<file path="src/hw/rtl/bmhq_pkg.sv">
// Shared types, constants and codes of the binary min-heap priority queue.
// No dependencies; used by the controller, the datapath, the top level and the checker.
package bmhq_pkg;

	localparam int CAPACITY  = 4096;
	localparam int KEY_BITS  = 32;
	localparam int ID_BITS   = 16;
	localparam int ADDR_BITS = $clog2(CAPACITY);
	localparam int CNT_BITS  = $clog2(CAPACITY + 1);
	// Child indexes 2p+1 and 2p+2 need two more bits than a heap address.
	localparam int CHILD_BITS = ADDR_BITS + 2;

	localparam logic KIND_INSERT = 1'b0;
	localparam logic KIND_POP    = 1'b1;

	typedef enum logic [1:0] {
		ST_OK    = 2'd0,
		ST_EMPTY = 2'd1,
		ST_FULL  = 2'd2
	} status_t;

	typedef struct packed {
		logic [KEY_BITS-1:0] key;
		logic [ID_BITS-1:0]  id;
	} entry_t;

	// Result word, first field in the highest bits.
	typedef struct packed {
		logic                is_empty;
		logic [CNT_BITS-1:0] entry_count;
		logic [KEY_BITS-1:0] top_key;
		logic [ID_BITS-1:0]  top_id;
		logic [KEY_BITS-1:0] popped_key;
		logic [ID_BITS-1:0]  popped_id;
	} result_t;

	localparam int RES_BITS   = $bits(result_t);
	localparam int OUT_TDATA_BITS = ((RES_BITS + 7) / 8) * 8;
	localparam int IN_TDATA_BITS  = ((KEY_BITS + ID_BITS + 7) / 8) * 8;

	typedef enum logic [2:0] {
		S_IDLE,
		S_DECODE,
		S_POP_RD,
		S_UP_RD,
		S_UP_CMP,
		S_DN_RD,
		S_DN_CMP,
		S_FIN
	} bmhq_state_t;

	// Commands from the controller to the datapath.
	typedef struct packed {
		logic accept;
		logic flag_empty;
		logic flag_full;
		logic ins_init;
		logic pop_init;
		logic pop_load;
		logic up_read;
		logic up_step;
		logic down_read;
		logic down_step;
		logic place;
		logic load_out;
	} dp_cmd_t;

	// Status from the datapath to the controller.
	typedef struct packed {
		logic is_pop;
		logic heap_empty;
		logic single;
		logic full;
		logic at_root;
		logic up_swap;
		logic down_leaf;
		logic down_move;
		logic out_busy;
	} dp_stat_t;

endpackage

</file>
<file path="src/hw/rtl/bmhq_ctrl.sv">
// Controller state machine of the heap queue: sequences insert, pop and the sift loops.
// Depends on bmhq_pkg; drives the command struct of bmhq_dp.
module bmhq_ctrl import bmhq_pkg::*; (
	input  logic     clk,
	input  logic     arst_n,
	input  logic     in_valid,
	output logic     in_ready,
	input  dp_stat_t stat,
	output dp_cmd_t  cmd
);

	bmhq_state_t state_q, state_nxt;

	always_ff @(posedge clk or negedge arst_n) begin
		if (!arst_n) begin
			state_q <= S_IDLE;
		end else begin
			state_q <= state_nxt;
		end
	end

	always_comb begin
		state_nxt = state_q;
		unique case (state_q)
			S_IDLE: begin
				if (in_valid) state_nxt = S_DECODE;
			end
			S_DECODE: begin
				if (stat.is_pop) begin
					if (stat.heap_empty || stat.single) state_nxt = S_FIN;
					else state_nxt = S_POP_RD;
				end else begin
					if (stat.full) state_nxt = S_FIN;
					else state_nxt = S_UP_RD;
				end
			end
			S_POP_RD: state_nxt = S_DN_RD;
			S_UP_RD: begin
				if (stat.at_root) state_nxt = S_FIN;
				else state_nxt = S_UP_CMP;
			end
			S_UP_CMP: begin
				if (stat.up_swap) state_nxt = S_UP_RD;
				else state_nxt = S_FIN;
			end
			S_DN_RD: begin
				if (stat.down_leaf) state_nxt = S_FIN;
				else state_nxt = S_DN_CMP;
			end
			S_DN_CMP: begin
				if (stat.down_move) state_nxt = S_DN_RD;
				else state_nxt = S_FIN;
			end
			S_FIN: begin
				if (!stat.out_busy) state_nxt = S_IDLE;
			end
			default: state_nxt = S_IDLE;
		endcase
	end

	always_comb begin
		cmd = '0;
		in_ready = 1'b0;
		unique case (state_q)
			S_IDLE: begin
				in_ready = 1'b1;
				cmd.accept = in_valid;
			end
			S_DECODE: begin
				if (stat.is_pop) begin
					if (stat.heap_empty) cmd.flag_empty = 1'b1;
					else cmd.pop_init = 1'b1;
				end else begin
					if (stat.full) cmd.flag_full = 1'b1;
					else cmd.ins_init = 1'b1;
				end
			end
			S_POP_RD: cmd.pop_load = 1'b1;
			S_UP_RD: begin
				if (stat.at_root) cmd.place = 1'b1;
				else cmd.up_read = 1'b1;
			end
			S_UP_CMP: begin
				if (stat.up_swap) cmd.up_step = 1'b1;
				else cmd.place = 1'b1;
			end
			S_DN_RD: begin
				if (stat.down_leaf) cmd.place = 1'b1;
				else cmd.down_read = 1'b1;
			end
			S_DN_CMP: begin
				if (stat.down_move) cmd.down_step = 1'b1;
				else cmd.place = 1'b1;
			end
			S_FIN: cmd.load_out = !stat.out_busy;
			default: cmd = '0;
		endcase
	end

endmodule

</file>
<file path="config.mk">
export PLATFORM = sky130hd
export DESIGN_NAME = bmhq_ctrl
export DESIGN_NICKNAME = d
export VERILOG_FILES = /design/src/hw/rtl/bmhq_pkg.sv /design/src/hw/rtl/bmhq_ctrl.sv
export SDC_FILE = /design/constraint.sdc
export NUM_CORES = 1
export LEC_CHECK = 0
export ABC_CLOCK_PERIOD_IN_PS = 2500
export CAP_MARGIN = 20
export CORE_AREA = 2 2 39 41
export DETAILED_ROUTE_END_ITERATION = 7
export DIE_AREA = 0 0 41 43
export DONT_BUFFER_PORTS = 1
export PLACE_DENSITY = 0.45
export SETUP_SLACK_MARGIN = 0.5
export SYNTH_ARGS = -nofsm -noshare
export SYNTH_HDL_FRONTEND = slang
export SYNTH_SLANG_ARGS = --single-unit
export TNS_END_PERCENT = 1
</file>
<file path="constraint.sdc">
create_clock -name clk -period 2.5 [get_ports clk]
set_input_delay 0.25 -clock clk [delete_from_list [all_inputs] [get_ports clk]]
set_output_delay 0.25 -clock clk [all_outputs]
set_load 0.01 [all_outputs]
</file>
==> impl_metrics.json <==
{
  "status": "completed",
  "gp_congestion": 0.684,
  "synth_top_area_share": 0.216,
  "synth_top_area_cell": "dfrtp_1",
  "power_w": 0.000418,
  "post_cts_resized": 0,
  "clk_latency_ns": 0.23,
  "grt_pass1_wl_um": 1270,
  "crit_arrival_ns": 1.39,
  "setup-violations-final": 0,
  "largest_reg_flops": 3,
  "ys_top_cells_by_area": "dfrtp_1 22%, nor3b_2 11%, nand2b_1 7.2%",
  "die_y_um": 43,
  "final_nets": 58,
  "synth.net_count": 55,
  "slew_violations": 0,
  "power.density_nw_per_um2": 1100,
  "synth_area_um2": 348,
  "rsz0062_at_grt": "false",
  "ant_nets": 0,
  "numClockSinks": 3,
  "cp.required_ns": 2.25,
  "leakage_nw": 0.139,
  "die_x_um": 41,
  "syn_area_per_cell_um2": 8.09,
  "timing.hold.ws_ns": 0.197,
  "largest-register": "state_q",
  "ctsRootBufferMaster": "clkbuf_4",
  "drive_gt1_frac": 0.222,
  "cp_max_fo": 15,
  "first_iter_violations": 4,
  "path_clk_slew_ns": 0.04,
  "ys_ff_latch": 3,
  "wire_per_inst_um": 13.2,
  "viasPerCell": 5.26,
  "tightestPinTransition_ns": 0.449,
  "grt_max_degree": 16,
  "die_area_um2": 1760,
  "grt_overflow_total": 0,
  "min_period_ns": 1.64,
  "multiInputGateArea_um2": 246,
  "grt_usage": 0.110,
  "rows": 14,
  "synthCells": 43,
  "first_pass_iters": 3,
  "fin_tns_setup_ns": 0,
  "cp_cell_sequence": "and3b_1 -> o21ai_2 -> o21ai_1",
  "portBuffers": 0,
  "initial_utilization": 0.251,
  "maxCapViolCount": 0,
  "drc": 0,
  "max_stage_delay_ns": 0.60,
  "startpoint_type": "flop",
  "cts_max_level": 1,
  "num_vias": 321,
  "numCtsBuffers": 3,
  "regArea_um2": 75.1,
  "peakVddDrop_mv": 0.288,
  "cpMaxStageDelayCell": "dfrtp_1",
  "cts_tree": "built",
  "finalCritPeriodShare": 0.654,
  "ys_seq_area_frac": 0.216,
  "hold_class": "in2reg",
  "top_layer": "met3",
  "antenna_found_initial": 0,
  "finalWirelength_um": 806,
  "hold_violations": 0,
  "clockBufferDepth": 2,
  "crit_path_end_kind": "output port",
  "met3WireLength_um": 77,
  "grt_pass1_vias": 327,
  "synth.distinct_cells": 22,
  "reg.largest.list": "state_q x3",
  "wl_met2_um": 419,
  "slew_headroom": 0.700,
  "fin_skew_ns": 0.00119,
  "boundaryPins": 25,
  "synth_warnings": 0,
  "dp_hpwl_um": 602,
  "n_antenna_cell": 0,
  "criticalPathCategory": "reg2out",
  "synthToLayoutAreaGrowth_pct": 8.63,
  "m1WireLength_um": 309,
  "fillCellCount": 152,
  "fmax_ghz": 0.611,
  "core_um2": 1380
}
-- routing by layer --
metal	global-route usage	up-vias
met4	0.0800	0
met2	0.169	12
met5	0	-
li1	-	158
met1	0.104	151
met3	0.0576	0
-- where the power goes --
part            total, W  leakage [nW]  switching, W  internal (W)
Combinational   0.000178        0.0915     0.0000941     0.0000835
Clock          0.0000845        0.0150     0.0000247     0.0000598
Sequential      0.000155        0.0323     0.0000844     0.0000709
-- Yosys cell counts (all sizes together) --
cell	count
o22ai	2
nor3b	4
nor3	3
nand2	5
and2	1
and3	1
nand3	1
and3b	2
and4bb	1
o21ai	3
dfrtp	3
buf	3
a21oi	3
nand2b	4
a41oi	1
nor4	1
nor2	5
-- area by class of cell --
cell class                 instances  area share
sequential                         3       0.199
tap                               16      0.0530
clock buffer                       4      0.0695
multi-input combinational         37       0.652
timing repair buffer               1      0.0265
-- critical path, delay by kind of cell (launching register included) --
family / cells / cell delay (ns)
AND/OR/NAND/NOR: 1 / 0.24
flip-flops: 1 / 0.60
AO/OA/AOI/OAI: 2 / 0.31
-- through the flow --
step / util / instance area [µm²] / setup WS, ns / cells
floorplan: - / 348 / 1.24 / 43
global placement: 0.247 / 342 / 1.09 / 56
detailed placement: 0.247 / 342 / 1.09 / 56
CTS: 0.273 / 378 / 0.842 / 61
global route: 0.273 / 378 / 0.791 / 61
finish: 0.273 / 378 / 0.864 / 61
-- path summary, 6_finish.rpt --
check                                start         end  slack [ns]  cells after the start
worst max-delay path            state_q[1]      cmd[1]        0.86                      3
worst min-delay path               stat[5]  state_q[2]        0.20                      2
worst max register to register  state_q[2]  state_q[2]        1.17                      3
worst min register to register  state_q[0]  state_q[0]        0.75                      1
max in group asynchronous           arst_n  state_q[1]        2.09                      1
min in group asynchronous           arst_n  state_q[2]        0.27                      1
-- cells in the final DEF, fill, tap and decap left out --
cell / instances
nand2_1: 4
a41oi_2: 1
nor3b_1: 1
and3_1: 1
o21ai_1: 2
a21oi_1: 3
o21ai_2: 1
o22ai_1: 2
dfrtp_1: 3
clkbuf_4: 3
nor3b_2: 3
nand2b_1: 4
clkbuf_1: 1
and2_1: 1
nor3_2: 1
and4bb_1: 1
nor3_1: 2
nand3_1: 1
and3b_1: 2
nand2_2: 1
nor2_1: 5
nor4_1: 1
dlygate4sd3_1: 1
-- cell families after synthesis --
| family | Yosys count | share of synthesized area |
|---|---|---|
| flip-flops | 3 | 0.216 |
| buffers and inverters | 3 | 0.0755 |
| AND/OR/NAND/NOR | 28 | 0.529 |
| AO/OA/AOI/OAI | 9 | 0.180 |
-- what timing repair did --
item,CTS,global route
endpoints found under the hold margin,3,0
hold buffers,1,0
setup buffers,0,0
(Power assumes the default switching activity.)
